File: src/hw/rtl/trbi_pkg.sv
// trbi_pkg: shared types, widths, status and request codes for the record interpolator
// no dependencies; imported by every module under hw/rtl
package trbi_pkg;

  localparam int TIME_BITS   = 48;
  localparam int VALUE_BITS  = 32;
  localparam int WEIGHT_BITS = 24;

  localparam int NSLOT    = 3;
  localparam int NVAL     = 5;
  localparam int DIST_IDX = 3;   // distance is the only unsigned value

  localparam int Q_DEPTH = 2;
  localparam int Q_AW    = $clog2(Q_DEPTH);

  // request type codes
  localparam logic REQ_LOAD  = 1'b0;
  localparam logic REQ_QUERY = 1'b1;

  // result status codes
  localparam logic [2:0] ST_OK        = 3'd0;
  localparam logic [2:0] ST_LOADED    = 3'd1;
  localparam logic [2:0] ST_FULL      = 3'd2;
  localparam logic [2:0] ST_NOT_READY = 3'd3;
  localparam logic [2:0] ST_RANGE     = 3'd4;
  localparam logic [2:0] ST_NO_DATA   = 3'd5;

  typedef logic [NVAL-1:0][VALUE_BITS-1:0] trbi_vals_t;

  typedef struct packed {
    logic                          req_type;
    logic [TIME_BITS-1:0]          time_stamp;
    logic signed [VALUE_BITS-1:0]  in_x;
    logic signed [VALUE_BITS-1:0]  in_y;
    logic signed [VALUE_BITS-1:0]  in_z;
    logic [VALUE_BITS-1:0]         in_distance;
    logic signed [VALUE_BITS-1:0]  in_eqeq;
  } trbi_in_t;

  typedef struct packed {
    logic [2:0]                    status;
    logic signed [VALUE_BITS-1:0]  out_x;
    logic signed [VALUE_BITS-1:0]  out_y;
    logic signed [VALUE_BITS-1:0]  out_z;
    logic [VALUE_BITS-1:0]         out_distance;
    logic signed [VALUE_BITS-1:0]  out_eqeq;
  } trbi_out_t;

  // classified request handed from front to back
  typedef struct packed {
    logic [2:0]           status;
    logic [TIME_BITS-1:0] num;
    logic [TIME_BITS-1:0] span;
    trbi_vals_t           last_v;
    trbi_vals_t           next_v;
  } trbi_job_t;

  function automatic logic signed [VALUE_BITS:0] ext_val(input logic [VALUE_BITS-1:0] raw,
                                                         input logic is_unsigned);
    logic signed [VALUE_BITS:0] res;
    if (is_unsigned) begin
      res = $signed({1'b0, raw});
    end else begin
      res = $signed({raw[VALUE_BITS-1], raw});
    end
    return res;
  endfunction

endpackage

File: src/hw/rtl/trbi_queue.sv
// trbi_queue: two-entry queue of classified requests between front and back
// depends on trbi_pkg
module trbi_queue (
  input  logic                clk,
  input  logic                rst_n,
  input  logic                push,
  input  trbi_pkg::trbi_job_t push_data,
  output logic                full,
  input  logic                pop,
  output trbi_pkg::trbi_job_t pop_data,
  output logic                empty
);
  import trbi_pkg::*;

  trbi_job_t         entry_r [Q_DEPTH];
  logic [Q_AW-1:0]   wr_ptr_r;
  logic [Q_AW-1:0]   rd_ptr_r;
  logic [Q_AW:0]     cnt_r;

  assign full     = cnt_r == (Q_AW+1)'(Q_DEPTH);
  assign empty    = cnt_r == '0;
  assign pop_data = entry_r[rd_ptr_r];

  always_ff @(posedge clk) begin
    if (!rst_n) begin
      wr_ptr_r <= '0;
      rd_ptr_r <= '0;
      cnt_r    <= '0;
    end else begin
      if (push) begin
        wr_ptr_r <= wr_ptr_r + 1'b1;
      end
      if (pop) begin
        rd_ptr_r <= rd_ptr_r + 1'b1;
      end
      priority if (push && !pop) begin
        cnt_r <= cnt_r + 1'b1;
      end else if (pop && !push) begin
        cnt_r <= cnt_r - 1'b1;
      end
    end
  end

  always_ff @(posedge clk) begin
    if (push) begin
      entry_r[wr_ptr_r] <= push_data;
    end
  end

endmodule

File: config.mk
export PLATFORM = sky130hd
export DESIGN_NAME = trbi_queue
export DESIGN_NICKNAME = d
export VERILOG_FILES = /design/src/hw/rtl/trbi_pkg.sv /design/src/hw/rtl/trbi_queue.sv
export SDC_FILE = /design/constraint.sdc
export NUM_CORES = 1
export LEC_CHECK = 0
export BUFFER_PORTS_ARGS = -buffer_cell sky130_fd_sc_hd__buf_2
export CAP_MARGIN = 20
export CELL_PAD_IN_SITES_DETAIL_PLACEMENT = 0
export CELL_PAD_IN_SITES_GLOBAL_PLACEMENT = 1
export CORE_AREA = 3 3 323 325
export DETAILED_ROUTE_END_ITERATION = 16
export DIE_AREA = 0 0 326 328
export GPL_ROUTABILITY_DRIVEN = 0
export PLACE_DENSITY_LB_ADDON = 0.1
export SETUP_SLACK_MARGIN = 0.2
export SYNTH_ARGS = -nofsm -noshare
export SYNTH_HDL_FRONTEND = slang
export SYNTH_SLANG_ARGS = --single-unit
File: constraint.sdc
create_clock -name clk -period 35 [get_ports clk]
set_clock_uncertainty 0.15 [all_clocks]
set_input_delay 5.25 -clock clk [delete_from_list [all_inputs] [get_ports clk]]
set_output_delay 5.25 -clock clk [all_outputs]
set_load 0.02 [all_outputs]
==> results.toml <==
[run_status]
outcome = "finished clean"

[drt]
first_pass_iters = 4
drc = 0
drt_iter0_markers = 840
via_per_inst = 4.33
route.met3.wl_um = 9090
wl_met1_um = 29000
wl_per_cell_um = 23.0
highest-signal-layer = "met5"
ant_nets = 0
num_vias = 16000
wl_met2_um = 43900
wl_um = 85100

[sta]
fmax_mhz = 109
maxSlewHeadroom_pct = 28.4
hold_slack_ps = 354
tightest_slew_ps = 1070
hold_violations = 0
setup_viol = 0
fin_ws_ps = 25810
drv_slew = 0
period_share_pct = 26.2
tns_ps = 0
rsz0062_at_grt = "false"
fin_crit_ps = 9190

[clocking]
postCtsSetupBuffers = 0
cts_hold_buf = 0
cts_inserted_buffers = 95
htreeDepth = 3
clk_pin_slew_ps = 60
cts_buffer_depth = 3
cts.repair.resized = 0
clock_latency_ps = 650
tritoncts = "built"
cts_root_buf = "clkbuf_16"
clock-sinks = 843

[yosys]
synth_nets = 1750
avgSynthCellArea_um2 = 23.1
synth_seq_cells = 843
synthesis.instances = 1326
yosysSeqAreaShare_pct = 82.5
syn-cell-area_mm2 = 0.0306
synth_cell_types = 16
yosys_warnings = 0

[min_path]
hold_depth = 2
worstHoldStart = "cnt_r[1]"
hp-class = "register to register"
hold-path-endpoint = "cnt_r[1]"

[die]
num_rows = 117
initial_core_util_pct = 30.1
io_pins = 844
dieArea_mm2 = 0.107
core_area_mm2 = 0.102
die_w_um = 326
fp.dieH_um = 328

[pwr]
power_mw = 2.38
vdd_ir_drop_max_mv = 0.0394
internal-power_mw = 1.81
p_seq_share_pct = 49.6
power_density_mw_per_mm2 = 60.8
clkPwrFrac_pct = 38.8
comb_power_share_pct = 11.6
p_leak_nw = 14.4
swShare_pct = 23.9
switchingPower_mw = 0.569

[critical_path]
r2r-end = "entry_r[1][2]"
worst_ep_arrival_time_ps = 3790
cp-end-kind = "output pin"
cp_max_fo = 63
worstSetupPathType = "register to output pin"
required_ps = 29600
reg2reg_depth = 4
regToRegSetupSlack_ps = 30710
r2r-start = "wr_ptr_r"
startpoint_type = "register"

[global_route]
grt_max_degree = 151
grt_usage_pct = 15.4
antenna_found_initial = 57
grt_pass1_vias = 16900
grt_overflow_total = 0
grt_pass1_wl_um = 119000

[final_layout]
areaGrowthSynthToFinish_pct = 27.8
drive_gt1_share_pct = 61.2
final_net_count = 2661

[placement]
portBuffers = 843
place_worst_setup_slack_ps = 25610
place_hpwl_um = 61300

[run]
drv_cap = 0
## logic make-up (layout without fill, tap and decap cells)
logic type / after synthesis / in the layout / share of synthesized area, %
mux: 419 / 419 / 15.4
simple gates: 9 / 9 / 0.176
other cells: 0 / 24 / 0
compound gates: 3 / 3 / 0.0654
xor+xnor: 3 / 3 / 0.0858
buf+inv: 48 / 1028 / 1.72
flops: 843 / 843 / 82.5
fa+ha+maj: 1 / 1 / 0.0409
## worst max-delay path by stage
stage              from              end  slack [ps]  cells past startpoint
6_report       register     pop_data[52]       25810                      4
4_1_cts        register     pop_data[52]       25650                      4
2_1_floorplan      push         wr_ptr_r       10180                      2
5_1_grt        register    pop_data[408]       25520                      4
3_5_place_dp       push  entry_r[1][280]       25610                      5
3_3_place_gp       push  entry_r[1][280]       25670                      5
## cell type report
class / instances / area [µm²]
Fill cell: 9615 / 62600
Inverter: 1 / 3.75
Clock buffer: 122 / 2580
Sequential cell: 843 / 25300
Clock inverter: 44 / 305
Multi-Input combinational cell: 435 / 4840
Tap cell: 1368 / 1710
Antenna cell: 24 / 60.1
Timing Repair Buffer: 861 / 4370
## cells in the final DEF, fill, tap and decap left out, drive strengths merged
master,n
a21boi,1
bufinv,3
ha,1
and2,4
buf,861
xor2,2
or3,1
nor2b,3
xnor2,1
dfxtp,5
mux2,419
inv,2
edfxtp,838
clkbuf,122
o21a,1
diode,24
nor2,1
clkinvlp,4
clkinv,36
o21ai,1
## metal layers
| layer | up-vias | global-route usage, % |
|---|---|---|
| met3 | 198 | 8.00 |
| met1 | 7961 | 15.4 |
| li1 | 7179 | - |
| met5 | - | 0 |
| met2 | 611 | 27.1 |
| met4 | 48 | 5.69 |
## power groups by stage
stage / Sequential [mW] / Combinational [mW] / Clock (mW)
floorplan: 1.23 / 0.171 / 0
global placement: 1.20 / 0.281 / 0
detailed placement: 1.20 / 0.283 / 0
CTS: 1.18 / 0.284 / 0.960
global route: 1.18 / 0.296 / 0.998
finish: 1.18 / 0.275 / 0.924
## sequential cells by signal, indices dropped and copies added, names as in the netlist, named ones only
name      flops
entry_r     838
cnt_r         2
wr_ptr_r      1
rd_ptr_r      1
## through the flow
| stage | utilization, % | std cells | instance area, µm² |
|---|---|---|---|
| 5_1_grt | 38.4 | 3684 | 39100 |
| 3_5_place_dp | 35.6 | 3508 | 36200 |
| 4_1_cts | 38.4 | 3674 | 39100 |
| 2_1_floorplan | - | 1326 | 30600 |
| 3_3_place_gp | 35.6 | 3508 | 36200 |
| 6_report | 38.5 | 3698 | 39100 |
## synth_stat cells
cell type | number | area [µm²]
mux2_2 | 419 | 4720
edfxtp_1 | 838 | 25200
buf_6 | 46 | 518
ha_1 | 1 | 12.5
o21a_1 | 1 | 7.51
nor2_1 | 1 | 3.75
nor2b_1 | 3 | 18.8
xnor2_1 | 1 | 8.76
or3_1 | 1 | 6.26
buf_2 | 1 | 5.00
inv_1 | 1 | 3.75
dfxtp_1 | 5 | 100
a21boi_0 | 1 | 7.51
xor2_1 | 2 | 17.5
o21ai_0 | 1 | 5.00
and2_1 | 4 | 25.0
## worst max-delay path, cell delays in order (launching register included)
cell     delay, ps
dfxtp_4        680
buf_4          780
buf_4          840
mux2_2         410
buf_2          180
Power figures use the tool's default switching activity.
