File: src/hw/rtl/trbi_pkg.sv
// trbi_pkg: shared types, widths, status and request codes for the record interpolator
// no dependencies; imported by every module under hw/rtl
package trbi_pkg;

  localparam int TIME_BITS   = 48;
  localparam int VALUE_BITS  = 32;
  localparam int WEIGHT_BITS = 24;

  localparam int NSLOT    = 3;
  localparam int NVAL     = 5;
  localparam int DIST_IDX = 3;   // distance is the only unsigned value

  localparam int Q_DEPTH = 2;
  localparam int Q_AW    = $clog2(Q_DEPTH);

  // request type codes
  localparam logic REQ_LOAD  = 1'b0;
  localparam logic REQ_QUERY = 1'b1;

  // result status codes
  localparam logic [2:0] ST_OK        = 3'd0;
  localparam logic [2:0] ST_LOADED    = 3'd1;
  localparam logic [2:0] ST_FULL      = 3'd2;
  localparam logic [2:0] ST_NOT_READY = 3'd3;
  localparam logic [2:0] ST_RANGE     = 3'd4;
  localparam logic [2:0] ST_NO_DATA   = 3'd5;

  typedef logic [NVAL-1:0][VALUE_BITS-1:0] trbi_vals_t;

  typedef struct packed {
    logic                          req_type;
    logic [TIME_BITS-1:0]          time_stamp;
    logic signed [VALUE_BITS-1:0]  in_x;
    logic signed [VALUE_BITS-1:0]  in_y;
    logic signed [VALUE_BITS-1:0]  in_z;
    logic [VALUE_BITS-1:0]         in_distance;
    logic signed [VALUE_BITS-1:0]  in_eqeq;
  } trbi_in_t;

  typedef struct packed {
    logic [2:0]                    status;
    logic signed [VALUE_BITS-1:0]  out_x;
    logic signed [VALUE_BITS-1:0]  out_y;
    logic signed [VALUE_BITS-1:0]  out_z;
    logic [VALUE_BITS-1:0]         out_distance;
    logic signed [VALUE_BITS-1:0]  out_eqeq;
  } trbi_out_t;

  // classified request handed from front to back
  typedef struct packed {
    logic [2:0]           status;
    logic [TIME_BITS-1:0] num;
    logic [TIME_BITS-1:0] span;
    trbi_vals_t           last_v;
    trbi_vals_t           next_v;
  } trbi_job_t;

  function automatic logic signed [VALUE_BITS:0] ext_val(input logic [VALUE_BITS-1:0] raw,
                                                         input logic is_unsigned);
    logic signed [VALUE_BITS:0] res;
    if (is_unsigned) begin
      res = $signed({1'b0, raw});
    end else begin
      res = $signed({raw[VALUE_BITS-1], raw});
    end
    return res;
  endfunction

endpackage

File: src/hw/rtl/trbi_back.sv
// trbi_back: weight division, per-value blend and result register
// depends on trbi_pkg; drains trbi_queue
module trbi_back (
  input  logic                  clk,
  input  logic                  rst_n,
  input  logic [trbi_pkg::TIME_BITS-1:0] min_span,
  input  logic                  q_empty,
  input  trbi_pkg::trbi_job_t   q_data,
  output logic                  q_pop,
  output logic                  out_strobe,
  output trbi_pkg::trbi_out_t   out_res
);
  import trbi_pkg::*;

  localparam logic [1:0] S_IDLE  = 2'd0;
  localparam logic [1:0] S_CHK   = 2'd1;
  localparam logic [1:0] S_DIV   = 2'd2;
  localparam logic [1:0] S_BLEND = 2'd3;

  localparam int CNT_W = $clog2(WEIGHT_BITS);
  localparam int K_W   = $clog2(NVAL + 2);
  localparam int PRD_W = VALUE_BITS + WEIGHT_BITS + 1;
  localparam int RND_W = PRD_W + 1;
  localparam logic [WEIGHT_BITS:0] A_ONE = {1'b1, {WEIGHT_BITS{1'b0}}};
  localparam logic [RND_W-1:0]     HALF  = RND_W'(1) << (WEIGHT_BITS - 1);
  localparam logic [K_W-1:0]       K_LAST = K_W'(NVAL + 1);

  logic [1:0]             state_r;
  logic [1:0]             state_nxt;
  logic                   out_strobe_r;
  logic                   strobe_nxt;

  logic [TIME_BITS-1:0]   num_r;
  logic [TIME_BITS-1:0]   span_r;
  trbi_vals_t             last_r;
  trbi_vals_t             next_r;
  trbi_vals_t             mag_r;
  logic [NVAL-1:0]        neg_r;
  trbi_vals_t             mag_nxt;
  logic [NVAL-1:0]        neg_nxt;
  logic [WEIGHT_BITS:0]   a_r;
  logic [TIME_BITS-1:0]   rem_r;
  logic [CNT_W-1:0]       div_cnt_r;
  logic [K_W-1:0]         k_r;
  logic [PRD_W-1:0]       prod_r;
  logic [VALUE_BITS:0]    m_r;
  logic [2:0]             status_r;
  trbi_vals_t             res_r;

  logic                   a_zero;
  logic                   a_full;
  logic [TIME_BITS:0]     rem2;
  logic [TIME_BITS:0]     den;
  logic                   div_ge;
  logic [TIME_BITS:0]     div_diff;
  logic [PRD_W-1:0]       mul;
  logic [RND_W-1:0]       rnd;
  logic [K_W-1:0]         idx2;
  logic signed [VALUE_BITS:0]   res_base;
  logic [VALUE_BITS+1:0]  res_wide;

  assign a_zero = (span_r < min_span) || (span_r == '0);
  assign a_full = num_r >= span_r;

  // restoring division, one quotient bit per cycle
  assign rem2     = {rem_r, 1'b0};
  assign den      = {1'b0, span_r};
  assign div_ge   = rem2 >= den;
  assign div_diff = rem2 - den;

  // blend pipeline: multiply, round, then add to last
  assign mul  = mag_r[k_r] * a_r;
  assign rnd  = {1'b0, prod_r} + HALF;
  assign idx2 = k_r - K_W'(2);
  assign res_base = ext_val(last_r[idx2], idx2 == K_W'(DIST_IDX));
  assign res_wide = neg_r[idx2] ? {res_base[VALUE_BITS], res_base} - {1'b0, m_r}
                                : {res_base[VALUE_BITS], res_base} + {1'b0, m_r};

  always_comb begin
    logic signed [VALUE_BITS:0]   e_l;
    logic signed [VALUE_BITS:0]   e_n;
    logic [VALUE_BITS+1:0]        d_pos;
    logic [VALUE_BITS+1:0]        d_neg;
    for (int k = 0; k < NVAL; k++) begin
      e_l   = ext_val(last_r[k], k == DIST_IDX);
      e_n   = ext_val(next_r[k], k == DIST_IDX);
      d_pos = {e_n[VALUE_BITS], e_n} - {e_l[VALUE_BITS], e_l};
      d_neg = {e_l[VALUE_BITS], e_l} - {e_n[VALUE_BITS], e_n};
      neg_nxt[k] = d_pos[VALUE_BITS+1];
      mag_nxt[k] = d_pos[VALUE_BITS+1] ? d_neg[VALUE_BITS-1:0] : d_pos[VALUE_BITS-1:0];
    end
  end

  always_comb begin
    state_nxt  = state_r;
    q_pop      = 1'b0;
    strobe_nxt = 1'b0;
    unique case (state_r)
      S_IDLE: begin
        if (!q_empty) begin
          q_pop = 1'b1;
          if (q_data.status == ST_OK) begin
            state_nxt = S_CHK;
          end else begin
            strobe_nxt = 1'b1;
          end
        end
      end
      S_CHK: begin
        if (a_zero || a_full) begin
          state_nxt = S_BLEND;
        end else begin
          state_nxt = S_DIV;
        end
      end
      S_DIV: begin
        if (div_cnt_r == '0) begin
          state_nxt = S_BLEND;
        end
      end
      S_BLEND: begin
        if (k_r == K_LAST) begin
          state_nxt  = S_IDLE;
          strobe_nxt = 1'b1;
        end
      end
    endcase
  end

  always_ff @(posedge clk) begin
    if (!rst_n) begin
      state_r      <= S_IDLE;
      out_strobe_r <= 1'b0;
    end else begin
      state_r      <= state_nxt;
      out_strobe_r <= strobe_nxt;
    end
  end

  always_ff @(posedge clk) begin
    unique case (state_r)
      S_IDLE: begin
        if (!q_empty) begin
          num_r    <= q_data.num;
          span_r   <= q_data.span;
          last_r   <= q_data.last_v;
          next_r   <= q_data.next_v;
          status_r <= q_data.status;
          if (q_data.status != ST_OK) begin
            res_r <= '0;
          end
        end
      end
      S_CHK: begin
        mag_r     <= mag_nxt;
        neg_r     <= neg_nxt;
        rem_r     <= num_r;
        div_cnt_r <= CNT_W'(WEIGHT_BITS - 1);
        k_r       <= '0;
        priority if (a_zero) begin
          a_r <= '0;
        end else if (a_full) begin
          a_r <= A_ONE;
        end else begin
          a_r <= '0;
        end
      end
      S_DIV: begin
        rem_r     <= div_ge ? div_diff[TIME_BITS-1:0] : rem2[TIME_BITS-1:0];
        a_r       <= {a_r[WEIGHT_BITS-1:0], div_ge};
        div_cnt_r <= div_cnt_r - 1'b1;
      end
      S_BLEND: begin
        k_r <= k_r + 1'b1;
        if (k_r < K_W'(NVAL)) begin
          prod_r <= mul;
        end
        if (k_r >= K_W'(1) && k_r <= K_W'(NVAL)) begin
          m_r <= rnd[RND_W-2:WEIGHT_BITS];
        end
        if (k_r >= K_W'(2)) begin
          res_r[idx2] <= res_wide[VALUE_BITS-1:0];
        end
      end
    endcase
  end

  assign out_strobe           = out_strobe_r;
  assign out_res.status       = status_r;
  assign out_res.out_x        = res_r[0];
  assign out_res.out_y        = res_r[1];
  assign out_res.out_z        = res_r[2];
  assign out_res.out_distance = res_r[3];
  assign out_res.out_eqeq     = res_r[4];

  a_fail_zero: assert property (@(posedge clk) disable iff (!rst_n)
    (out_strobe_r && status_r != ST_OK) |-> res_r == '0)
    else $error("failed request carries nonzero values");

  a_strobe_src: assert property (@(posedge clk) disable iff (!rst_n)
    out_strobe_r |-> ($past(state_r) == S_IDLE || $past(state_r) == S_BLEND))
    else $error("result strobe from wrong state");

  a_div_run: assert property (@(posedge clk) disable iff (!rst_n)
    (state_r == S_DIV && div_cnt_r != '0) |=> state_r == S_DIV)
    else $error("division left early");

  a_weight_max: assert property (@(posedge clk) disable iff (!rst_n)
    state_r == S_BLEND |-> a_r <= A_ONE)
    else $error("weight above one");

endmodule

File: config.mk
export PLATFORM = sky130hd
export DESIGN_NAME = trbi_back
export DESIGN_NICKNAME = d
export VERILOG_FILES = /design/src/hw/rtl/trbi_pkg.sv /design/src/hw/rtl/trbi_back.sv
export SDC_FILE = /design/constraint.sdc
export NUM_CORES = 2
export LEC_CHECK = 0
export BUFFER_PORTS_ARGS = -buffer_cell sky130_fd_sc_hd__buf_2
export CAP_MARGIN = 10
export CORE_ASPECT_RATIO = 0.6
export CORE_UTILIZATION = 30
export CTS_CLUSTER_DIAMETER = 150
export DETAILED_ROUTE_END_ITERATION = 10
export SETUP_SLACK_MARGIN = 0.3
export SYNTH_ARGS = -nofsm -noshare
export SYNTH_HDL_FRONTEND = slang
export SYNTH_SLANG_ARGS = --single-unit
File: constraint.sdc
create_clock -name clk -period 67.2 [get_ports clk]
set_input_delay 0 -clock clk [delete_from_list [all_inputs] [get_ports clk]]
set_output_delay 0 -clock clk [all_outputs]
set_load 0.03 [all_outputs]
==> results.toml <==
[status]
status = "finished clean"

[hold_path]
hold_class = "in2reg"
hold_end = "next_r[62]"
hold_depth = 2
min_from = "q_data[62]"

[setup_path]
r2r_end = "prod_r[45]"
critPathCaptureType = "flop"
cp_common_cell = "fa_1"
worstPathRequired_ns = 67.68
rr_worst_depth = 32
path_max_fanout = 48
slowest_delay_ns = 0.82
critical_path_class = "reg2reg"
slowest_stage = "buf_4"
r2r_slack_ns = 57.55
path_delay_family = "adder cells"
cp_num_buf_inv = 9
cp.arrival_ns = 10.14
cp-start-kind = "flop"
rr_startpoint = "k_r[0]"

[yosys]
ys_seq_area_share_pct = 32.7
netlist_instances = 8160
avgSynthCellArea_um2 = 10.0
synth_ff_type = "edfxtp_1"
ys_async_sr_fraction_pct = 0
synth_seq_cells = 893
netlist_area_um2 = 82000
synth_cell_types = 104
yosysWarnings = 0
synth-edff-count = 890
syn_nets = 10000

[global_routing]
grt_pass1_wl_um = 451000
antenna_found_initial = 31
grtUsageTotal_pct = 22.1
grt-ovfl-total = 0
grt_max_degree = 171
grt_pass1_vias = 65700

[timing]
hold_viol = 0
setup_viol = 0
fmax_mhz = 104
worst_slew_pin_slew_ns = 1.43
finalClockSkew_ns = 0.0595
fin_crit_sh_pct = 14.4
rsz0062_at_grt = "false"
fin_crit_ns = 9.65
relSlewSlack_pct = 4.53
setup_tns_ns = 0
finalMaxSlewViolations = 0

[clock_network]
clkSinkCount = 893
clk_path_buf_depth = 3
cts_root_buffer = "clkbuf_16"
clkLatencyLatePin_ns = 0.77
cts_buffers = 97
ctsHtreeMaxLevel = 3
hold_buffers = 825
cts_setup_buffers = 0
cts.clk_slew.worst_paths_ns = 0.07
cts_resized = 0
cts_tree = "done"

[final_layout]
most-common-layout-cells = "inv_1 (1237), edfxtp_1 (890), nand2_1 (885)"
final_common_cell = "inv_1"
synthToLayoutAreaGrowth_pct = 22.7
drive_gt1_share_pct = 11.0
fillers = 26700
nNetsFinal = 11300

[placed_design]
dp_hpwl_um = 242000
io_buffers = 634
place.gp.congestion = 1.04

[floorplanning]
start_util_pct = 30.2
row_count = 148
die_y_um = 407
die-area_um2 = 275000
core-area_um2 = 271000
num_io_pins = 635
die_w_um = 677

[drt]
drtPass1Iterations = 7
num_vias = 67500
wl_per_cell_um = 23.7
routed_via_density = 5.14
drt-total-wl_um = 311000
drc = 0
final_antenna_net_count = 0
drtIter0Drc = 7562

[flow_run]
drv_cap = 0
[registers in the layout, summed over array words and instances, names as in the netlist]
register and count:
neg_r 5, span_r 48, out_strobe 1, mag_r 160, rem_r 48, num_r 48
div_cnt_r 5, a_r 25, m_r 32, next_r 160, prod_r 33, state_r 2
k_r 3, status_r 3, last_r 160, out_res 160
[metrics by stage]
stage                     util [%]  setup slack [ns]  cells  hold slack (ns)  instance area [µm²]
after global placement        32.8             57.53  12100            0.177                89100
final                         37.1             57.55  13100           0.0596               101000
after global routing          37.0             56.91  13100           0.0287               101000
after floorplan                  -             38.23   8160           0.0989                82000
after detailed placement      32.8             57.56  12100            0.178                89100
after CTS                     37.0             57.54  13100          0.00113               101000
[logic make-up after synthesis]
kind of cell / share of synthesized area [%]
flops: 32.7
simple gates: 13.0
xor+xnor: 3.37
fa+ha+maj: 27.5
mux: 2.84
compound gates: 13.0
buf+inv: 7.61
[area by class of cell]
class | count | area (µm²) | area share [%]
clock inverters | 73 | 751 | 0.746
flip-flops and latches | 893 | 26800 | 26.6
clock buffers | 105 | 2480 | 2.46
multi-input cells | 5634 | 49100 | 48.8
inverters | 1239 | 4660 | 4.63
well taps | 3600 | 4500 | 4.48
repair buffers | 1573 | 12300 | 12.2
diodes | 11 | 27.5 | 0.0274
[worst register-to-register path, delay by kind of cell, from the launching register on]
kind,cells,cell delay (ns)
XOR/XNOR,1,0.15
flip-flops,1,0.32
adder cells (fa/ha/maj),8,3.36
buffers and inverters,9,2.06
AND/OR/NAND/NOR,4,0.63
multiplexers,1,0.69
AO/OA/AOI/OAI,9,2.19
[per-layer routing]
metal | global-route usage [%] | vias to the layer above | share of wire (%)
li1 | - | 30000 | -
met1 | 33.2 | 33800 | 47
met2 | 29.4 | 3315 | 38
met3 | 8.37 | 349 | 13
met4 | 4.62 | 16 | 2.3
met5 | 0 | - | 0.031
[synthesized netlist by cell type, types with 16 or more instances]
library cell / count / area share, %
a211o_1: 18 / 0.19
a211oi_1: 50 / 0.46
a21boi_0: 109 / 1.0
a21o_1: 243 / 2.2
a21oi_1: 434 / 2.7
a221oi_1: 18 / 0.19
a22o_1: 61 / 0.65
a31oi_1: 52 / 0.40
and2_1: 500 / 3.8
and3_1: 30 / 0.23
buf_2: 27 / 0.16
clkbuf_1: 342 / 1.6
edfxtp_1: 890 / 33
fa_1: 697 / 17
ha_1: 688 / 11
inv_1: 1237 / 5.7
mux2i_1: 85 / 1.0
mux4_2: 62 / 1.7
nand2_1: 885 / 4.1
nand2b_1: 69 / 0.53
nand3_1: 97 / 0.59
nand4_1: 91 / 0.69
nor2_1: 231 / 1.1
nor2b_1: 92 / 0.70
nor3_1: 79 / 0.48
nor4_1: 23 / 0.18
o211ai_1: 19 / 0.17
o21a_1: 55 / 0.50
o21ai_0: 300 / 1.8
o21ai_1: 16 / 0.098
o21bai_1: 54 / 0.49
o31ai_1: 29 / 0.27
or2_2: 18 / 0.14
or3_1: 22 / 0.17
xnor2_1: 181 / 1.9
xor2_1: 134 / 1.4
[how the worst max path moves through the flow]
stage | from | endpoint | slack [ns] | cells past startpoint
after CTS | k_r[0] | prod_r[55] | 57.54 | 32
after floorplan | state_r[0] | out_res[0] | 38.23 | 5
final | k_r[0] | prod_r[45] | 57.55 | 32
after detailed placement | k_r[0] | prod_r[55] | 57.56 | 32
after global routing | k_r[0] | prod_r[45] | 56.91 | 32
after global placement | k_r[0] | prod_r[45] | 57.53 | 32
Power is not shown: default switching activity piles up to over one toggle a cycle in this logic, so the estimate is an artifact.
