`config.mk`:
```
export PLATFORM = sky130hd
export DESIGN_NAME = trbi_front
export DESIGN_NICKNAME = d
export VERILOG_FILES = /design/src/hw/rtl/trbi_pkg.sv /design/src/hw/rtl/trbi_front.sv
export SDC_FILE = /design/constraint.sdc
export NUM_CORES = 2
export LEC_CHECK = 0
export ABC_CLOCK_PERIOD_IN_PS = 13200
export BUFFER_PORTS_ARGS = -buffer_cell sky130_fd_sc_hd__clkbuf_2
export CAP_MARGIN = 40
export CORE_MARGIN = 4
export CORE_UTILIZATION = 55
export CTS_BUF_LIST = sky130_fd_sc_hd__clkbuf_8 sky130_fd_sc_hd__clkbuf_16
export DETAILED_ROUTE_END_ITERATION = 10
export GPL_TIMING_DRIVEN = 0
export PLACE_DENSITY = 0.84
export SYNTH_ARGS = -nofsm -noshare
export SYNTH_HDL_FRONTEND = slang
export SYNTH_SLANG_ARGS = --single-unit
```
`constraint.sdc`:
```
create_clock -name clk -period 13.2 [get_ports clk]
set_input_delay 1.98 -clock clk [delete_from_list [all_inputs] [get_ports clk]]
set_output_delay 1.98 -clock clk [all_outputs]
set_load 0.005 [all_outputs]
```
`src/hw/rtl/trbi_pkg.sv`:
```
// trbi_pkg: shared types, widths, status and request codes for the record interpolator
// no dependencies; imported by every module under hw/rtl
package trbi_pkg;

  localparam int TIME_BITS   = 48;
  localparam int VALUE_BITS  = 32;
  localparam int WEIGHT_BITS = 24;

  localparam int NSLOT    = 3;
  localparam int NVAL     = 5;
  localparam int DIST_IDX = 3;   // distance is the only unsigned value

  localparam int Q_DEPTH = 2;
  localparam int Q_AW    = $clog2(Q_DEPTH);

  // request type codes
  localparam logic REQ_LOAD  = 1'b0;
  localparam logic REQ_QUERY = 1'b1;

  // result status codes
  localparam logic [2:0] ST_OK        = 3'd0;
  localparam logic [2:0] ST_LOADED    = 3'd1;
  localparam logic [2:0] ST_FULL      = 3'd2;
  localparam logic [2:0] ST_NOT_READY = 3'd3;
  localparam logic [2:0] ST_RANGE     = 3'd4;
  localparam logic [2:0] ST_NO_DATA   = 3'd5;

  typedef logic [NVAL-1:0][VALUE_BITS-1:0] trbi_vals_t;

  typedef struct packed {
    logic                          req_type;
    logic [TIME_BITS-1:0]          time_stamp;
    logic signed [VALUE_BITS-1:0]  in_x;
    logic signed [VALUE_BITS-1:0]  in_y;
    logic signed [VALUE_BITS-1:0]  in_z;
    logic [VALUE_BITS-1:0]         in_distance;
    logic signed [VALUE_BITS-1:0]  in_eqeq;
  } trbi_in_t;

  typedef struct packed {
    logic [2:0]                    status;
    logic signed [VALUE_BITS-1:0]  out_x;
    logic signed [VALUE_BITS-1:0]  out_y;
    logic signed [VALUE_BITS-1:0]  out_z;
    logic [VALUE_BITS-1:0]         out_distance;
    logic signed [VALUE_BITS-1:0]  out_eqeq;
  } trbi_out_t;

  // classified request handed from front to back
  typedef struct packed {
    logic [2:0]           status;
    logic [TIME_BITS-1:0] num;
    logic [TIME_BITS-1:0] span;
    trbi_vals_t           last_v;
    trbi_vals_t           next_v;
  } trbi_job_t;

  function automatic logic signed [VALUE_BITS:0] ext_val(input logic [VALUE_BITS-1:0] raw,
                                                         input logic is_unsigned);
    logic signed [VALUE_BITS:0] res;
    if (is_unsigned) begin
      res = $signed({1'b0, raw});
    end else begin
      res = $signed({raw[VALUE_BITS-1], raw});
    end
    return res;
  endfunction

endpackage

```
`src/hw/rtl/trbi_front.sv`:
```
// trbi_front: request intake, record ring and classification of loads and queries
// depends on trbi_pkg; feeds trbi_queue
module trbi_front (
  input  logic                clk,
  input  logic                rst_n,
  input  logic                start,
  output logic                busy,
  input  trbi_pkg::trbi_in_t  in_req,
  output logic                push,
  output trbi_pkg::trbi_job_t push_data,
  input  logic                q_full
);
  import trbi_pkg::*;

  logic                 front_vld_r;
  trbi_in_t             front_req_r;
  logic [1:0]           count_r;
  logic [1:0]           count_nxt;
  logic [TIME_BITS-1:0] slot_t_r [NSLOT];
  trbi_vals_t           slot_v_r [NSLOT];

  logic                 accept;
  logic                 rotate;
  logic                 wr_load;
  logic [TIME_BITS-1:0] t;
  logic                 gt_next;
  logic                 gt_spare;
  logic                 lt_last;
  trbi_vals_t           new_v;

  assign busy   = front_vld_r;
  assign accept = start && !front_vld_r;
  assign t      = front_req_r.time_stamp;

  assign gt_next  = t > slot_t_r[1];
  assign gt_spare = t > slot_t_r[2];
  assign lt_last  = t < slot_t_r[0];

  always_comb begin
    new_v[0] = front_req_r.in_x;
    new_v[1] = front_req_r.in_y;
    new_v[2] = front_req_r.in_z;
    new_v[3] = front_req_r.in_distance;
    new_v[4] = front_req_r.in_eqeq;
  end

  always_comb begin
    push      = 1'b0;
    push_data = '0;
    count_nxt = count_r;
    rotate    = 1'b0;
    wr_load   = 1'b0;
    if (front_vld_r && !q_full) begin
      push = 1'b1;
      priority if (front_req_r.req_type == REQ_LOAD) begin
        if (count_r == 2'(NSLOT)) begin
          push_data.status = ST_FULL;
        end else begin
          push_data.status = ST_LOADED;
          wr_load          = 1'b1;
          count_nxt        = count_r + 2'd1;
        end
      end else if (count_r < 2'd2) begin
        push_data.status = ST_NO_DATA;
      end else if (gt_next) begin
        if (count_r != 2'(NSLOT)) begin
          push_data.status = ST_NOT_READY;
        end else begin
          // spare becomes next; rotation stands even if the time is out of range
          rotate    = 1'b1;
          count_nxt = 2'd2;
          if (gt_spare) begin
            push_data.status = ST_RANGE;
          end else begin
            push_data.status = ST_OK;
            push_data.num    = t - slot_t_r[1];
            push_data.span   = slot_t_r[2] - slot_t_r[1];
            push_data.last_v = slot_v_r[1];
            push_data.next_v = slot_v_r[2];
          end
        end
      end else if (lt_last) begin
        push_data.status = ST_RANGE;
      end else begin
        push_data.status = ST_OK;
        push_data.num    = t - slot_t_r[0];
        push_data.span   = slot_t_r[1] - slot_t_r[0];
        push_data.last_v = slot_v_r[0];
        push_data.next_v = slot_v_r[1];
      end
    end
  end

  always_ff @(posedge clk) begin
    if (!rst_n) begin
      front_vld_r <= 1'b0;
      count_r     <= 2'd0;
    end else begin
      if (accept) begin
        front_vld_r <= 1'b1;
      end else if (push) begin
        front_vld_r <= 1'b0;
      end
      count_r <= count_nxt;
    end
  end

  always_ff @(posedge clk) begin
    if (accept) begin
      front_req_r <= in_req;
    end
    if (rotate) begin
      slot_t_r[0] <= slot_t_r[1];
      slot_v_r[0] <= slot_v_r[1];
      slot_t_r[1] <= slot_t_r[2];
      slot_v_r[1] <= slot_v_r[2];
    end
    if (wr_load) begin
      slot_t_r[count_r] <= t;
      slot_v_r[count_r] <= new_v;
    end
  end

endmodule

```
==> impl_results.html <==
<table>
<tr><th>Metric</th><th>Value</th></tr>
<tr><th colspan="2">STA</th></tr>
<tr><td>Ratio of final minimum period to clock period</td><td>64.34%</td></tr>
<tr><td>Transition time of the tightest slew-check pin</td><td>1.035 ns</td></tr>
<tr><td>Maximum achievable frequency</td><td>117.8 MHz</td></tr>
<tr><td>Number of hold-slack violations in the final timing report</td><td>0</td></tr>
<tr><td>Fin Hold WS</td><td>0.4704 ns</td></tr>
<tr><td>Clock Skew</td><td>just over 0.04 ns</td></tr>
<tr><td>Final number of max-transition violations</td><td>0</td></tr>
<tr><td>Worst setup slack after layout</td><td>around 4.7 ns</td></tr>
<tr><td>Max-Slew Margin vs Limit</td><td>31.03%</td></tr>
<tr><td>Final Critical Period</td><td>roughly 8.5 ns</td></tr>
<tr><td>RSZ-0062 raised after global routing</td><td>false</td></tr>
<tr><td>Number of endpoints failing setup at the final stage</td><td>0</td></tr>
<tr><th colspan="2">Floorplanning</th></tr>
<tr><td>Initial Util</td><td>between 50 and 60%</td></tr>
<tr><td>Ports</td><td>634</td></tr>
<tr><td>Die span in y</td><td>300.0 µm</td></tr>
<tr><td>Floorplan die width</td><td>300.0 µm</td></tr>
<tr><td>Die footprint</td><td>around 90000 µm²</td></tr>
<tr><td>Core area</td><td>84090 µm²</td></tr>
<tr><td>Cell row count</td><td>roughly 110</td></tr>
<tr><th colspan="2">Routing</th></tr>
<tr><td>Total vias in the final route</td><td>a little under 40000</td></tr>
<tr><td>Per-cell via count in the routed design</td><td>6.449</td></tr>
<tr><td>Count of TritonRoute iterations in the first routing pass</td><td>6</td></tr>
<tr><td>Drt first-iter violations</td><td>5064</td></tr>
<tr><td>Remaining routing DRC violations</td><td>0</td></tr>
<tr><td>Final wirelength</td><td>167.6 mm</td></tr>
<tr><td>Wire length per cell after detailed routing</td><td>27.91 µm</td></tr>
<tr><td>Remaining number of nets flagged by the antenna check after routing</td><td>0</td></tr>
<tr><th colspan="2">Placed design</th></tr>
<tr><td>Worst slack, placed</td><td>about 5.6 ns</td></tr>
<tr><td>Placer congestion estimate</td><td>between 0.9 and 1</td></tr>
<tr><td>Port buffer count</td><td>633</td></tr>
<tr><td>Dpl hpwl</td><td>126.5 mm</td></tr>
<tr><th colspan="2">Worst setup path</th></tr>
<tr><td>Worst setup SP type</td><td>register</td></tr>
<tr><td>Worst path slowest cell</td><td>clkbuf_1</td></tr>
<tr><td>Worst path most repeated cell</td><td>a21oi_1</td></tr>
<tr><td>CP max FO</td><td>10</td></tr>
<tr><td>WP data required</td><td>~11 ns</td></tr>
<tr><td>Type of destination of the critical path</td><td>output port</td></tr>
<tr><td>Maximum cell stage delay along the critical path</td><td>0.72 ns</td></tr>
<tr><td>CP Data Arrival Time</td><td>6.51 ns</td></tr>
<tr><td>Type of the worst setup path</td><td>register to output port</td></tr>
<tr><td>Cell breakdown of the critical path</td><td>inv_1, ha_1, fa_1, nand2b_1, a21oi_1, nand4_1, a21oi_1, o2111ai_1, a21oi_1, o2111ai_1, a211oi_4, clkbuf_1, buf_2, a22oi_1, nor2_1, clkbuf_2</td></tr>
<tr><th colspan="2">Pwr</th></tr>
<tr><td>Cell internal pwr</td><td>4.646 mW</td></tr>
<tr><td>Relative contribution of combinational cells to total power</td><td>~7.6%</td></tr>
<tr><td>Largest vdd supply drop</td><td>0.1557 mV</td></tr>
<tr><td>Fraction of power consumed by the clock network</td><td>a little over two fifths</td></tr>
<tr><td>Fraction of power spent switching nets</td><td>a little under a quarter</td></tr>
<tr><td>Leakage power</td><td>21.40 nW</td></tr>
<tr><td>Power density over the cells</td><td>110.2 nW/µm²</td></tr>
<tr><td>Net switching component of the power</td><td>between 1 and 1.5 mW</td></tr>
<tr><td>Relative contribution of sequential cells to total power</td><td>49.6%</td></tr>
<tr><th colspan="2">Run</th></tr>
<tr><td>Count of max-cap constraint violations</td><td>0</td></tr>
<tr><th colspan="2">Hold path</th></tr>
<tr><td>Min-Delay Path Class</td><td>register to register</td></tr>
<tr><th colspan="2">Finish</th></tr>
<tr><td>Number of nets at the end of the flow</td><td>5229</td></tr>
<tr><td>Commonest non-fill, non-tap cell in the layout</td><td>edfxtp_1</td></tr>
<tr><td>Fraction of layout instances using a drive strength above 1</td><td>27.08%</td></tr>
<tr><td>Most frequent cells in the layout</td><td>edfxtp_1, clkbuf_2, nor2_1</td></tr>
<tr><td>Area added between synthesis and finish</td><td>18.02%</td></tr>
<tr><th colspan="2">Synthesis</th></tr>
<tr><td>Summed instance area of the synthesized netlist</td><td>46910 µm²</td></tr>
<tr><td>Mapped Avg Cell Area</td><td>11.71 µm²</td></tr>
<tr><td>Synthesized netlist net count</td><td>between 4000 and 5000</td></tr>
<tr><td>Post-Syn Instances</td><td>4006</td></tr>
<tr><td>Dominant synthesized flop cell</td><td>edfxtp_1</td></tr>
<tr><td>Async set-reset flop share out of synthesis</td><td>0%</td></tr>
<tr><td>Number of flops mapped to enable cells by yosys</td><td>833</td></tr>
<tr><td>Synth Warn #</td><td>0</td></tr>
<tr><td>Sequential area share after synthesis</td><td>between 50% and 60%</td></tr>
<tr><td>Seq cells post-synth</td><td>836</td></tr>
<tr><td>Distinct cells, synth</td><td>72</td></tr>
<tr><th colspan="2">Global routing</th></tr>
<tr><td>Global router's overall resource usage</td><td>35.93%</td></tr>
<tr><td>Antenna violations before repair</td><td>31</td></tr>
<tr><td>Pin count of the biggest net entering global routing</td><td>57</td></tr>
<tr><td>Aggregate global routing overflow</td><td>0</td></tr>
<tr><td>Wire length of the first global-routing pass</td><td>approximately 240 mm</td></tr>
<tr><td>Vias in the first global route</td><td>37507</td></tr>
<tr><th colspan="2">Clock tree</th></tr>
<tr><td>Clock slew seen by the registers of the worst setup and hold paths</td><td>about 0.060 ns</td></tr>
<tr><td>Number of clock buffers inserted by TritonCTS</td><td>89</td></tr>
<tr><td>Post-CTS Setup Bufs</td><td>0</td></tr>
<tr><td>Post-CTS Hold Fix Bufs</td><td>0</td></tr>
<tr><td>Clock tree from TritonCTS</td><td>yes</td></tr>
<tr><td>Maximum level of the CTS H-tree</td><td>3</td></tr>
<tr><td>Clk sink count</td><td>836</td></tr>
<tr><td>Max Root-Sink Buffers</td><td>3</td></tr>
<tr><td>Worst skew pair latency</td><td>between 0.6 and 0.7 ns</td></tr>
<tr><td>Clock root buffer master</td><td>clkbuf_16</td></tr>
<tr><td>Post-cts repair resize count</td><td>0</td></tr>
<tr><th colspan="2">Status</th></tr>
<tr><td>Outcome</td><td>finished, final reports clean</td></tr>
</table>
==> cells in the mapped netlist (7+ instances only) <==
library cell  count  area, µm²
a211o_1           8      70.07
a211oi_1         18      135.1
a21boi_0          9      67.56
a21o_1          101      758.2
a21oi_1         212       1061
a221oi_1          7      61.31
a22oi_1         376       2823
a31oi_1          16      100.1
a32oi_1           8      70.07
and2_1           17      106.4
and3_1           24      150.1
buf_2            71      355.3
clkbuf_1        145      544.3
edfxtp_1        833      25010
ha_1            242       3028
inv_1           196      735.7
mux2_2          412       4639
nand2_1         141      529.3
nand2b_1         21      131.4
nand3_1          45      225.2
nand4_1          44      275.3
nor2_1          482       1809
nor2b_1          31      193.9
nor3_1           33      165.2
o211ai_1         17      127.6
o21a_1           34      255.2
o21ai_0         135      675.7
o21bai_1         23      172.7
o22ai_1          26      162.7
o31ai_1          10      75.07
or3_1            14      87.58
xnor2_1          95      832.1
xor2_1           68      595.6
==> through the flow <==
step / utilization (%) / setup TNS (ns) / instances / area (µm²) / total power, mW
floorplan: - / 0 / 4006 / 46910 / 3.353
global placement: 61.24 / -1165.39 / 5773 / 51500 / 3.528
detailed placement: 62.15 / 0 / 5813 / 52260 / 3.520
CTS: 65.75 / 0 / 5975 / 55290 / 6.088
global route: 65.79 / 0 / 5989 / 55320 / 6.257
finish: 65.84 / 0 / 6004 / 55360 / 6.098
==> flip-flops by register name, indices dropped and copies added, names as in the netlist <==
name and cells:
busy 1, t 48, slot_v_r 480, count_r 2, slot_t_r 144, front_req_r 161
==> final timing paths <==
| path | from | end | slack, ns | depth (start not counted) |
|---|---|---|---|---|
| min | front_req_r[2] | slot_v_r[2][130] | 0.47 | 0 |
| max | t[0] | push_data[141] | 4.71 | 16 |
| min reg2reg | front_req_r[2] | slot_v_r[2][130] | 0.47 | 0 |
| max reg2reg | t[27] | slot_v_r[1][134] | 8.58 | 13 |
==> layer usage <==
| layer | share of wire (%) | track usage [%] | vias up |
|---|---|---|---|
| li1 | - | - | 16748 |
| met1 | 36 | 44.76 | 18736 |
| met2 | 45 | 55.67 | 2663 |
| met3 | 12 | 10.48 | 559 |
| met4 | 7.3 | 21.86 | 12 |
| met5 | 0.045 | 0 | - |
==> power groups by stage <==
stage               logic, mW  registers [mW]  clock network, mW
floorplan               0.281            3.07                  0
global placement        0.424            3.10                  0
detailed placement      0.445            3.08                  0
CTS                     0.449            3.02               2.62
global route            0.494            3.03               2.74
finish                  0.461            3.02               2.61
==> layout make-up <==
cell class	instances	area [µm²]
antenna	29	72.57
buffer	219	919.6
clock buffer	89	2227
sequential	836	25070
timing repair buffer	673	3908
tap	1134	1419
inverter	196	735.7
fill	6227	28730
clock inverter	73	800.8
multi-input combinational	2755	20200
==> worst max-delay path, delay by kind of cell (launching register included) <==
family,cells,cell delay [ns]
AO/OA/AOI/OAI,7,2.46
adder cells (fa/ha/maj),2,0.65
flip-flops,1,0.34
buffers and inverters,4,1.50
AND/OR/NAND/NOR,3,0.85
==> kinds of logic after synthesis <==
group,synth area share [%]
and+or+nand+nor,8.295
muxes,9.890
buffers and inverters,3.529
DFF,53.45
adders and majority gates,6.626
AOI/OAI and AO/OA,15.16
xor gates and xnor gates,3.043
Note: power is estimated with default switching activity, not from simulation.
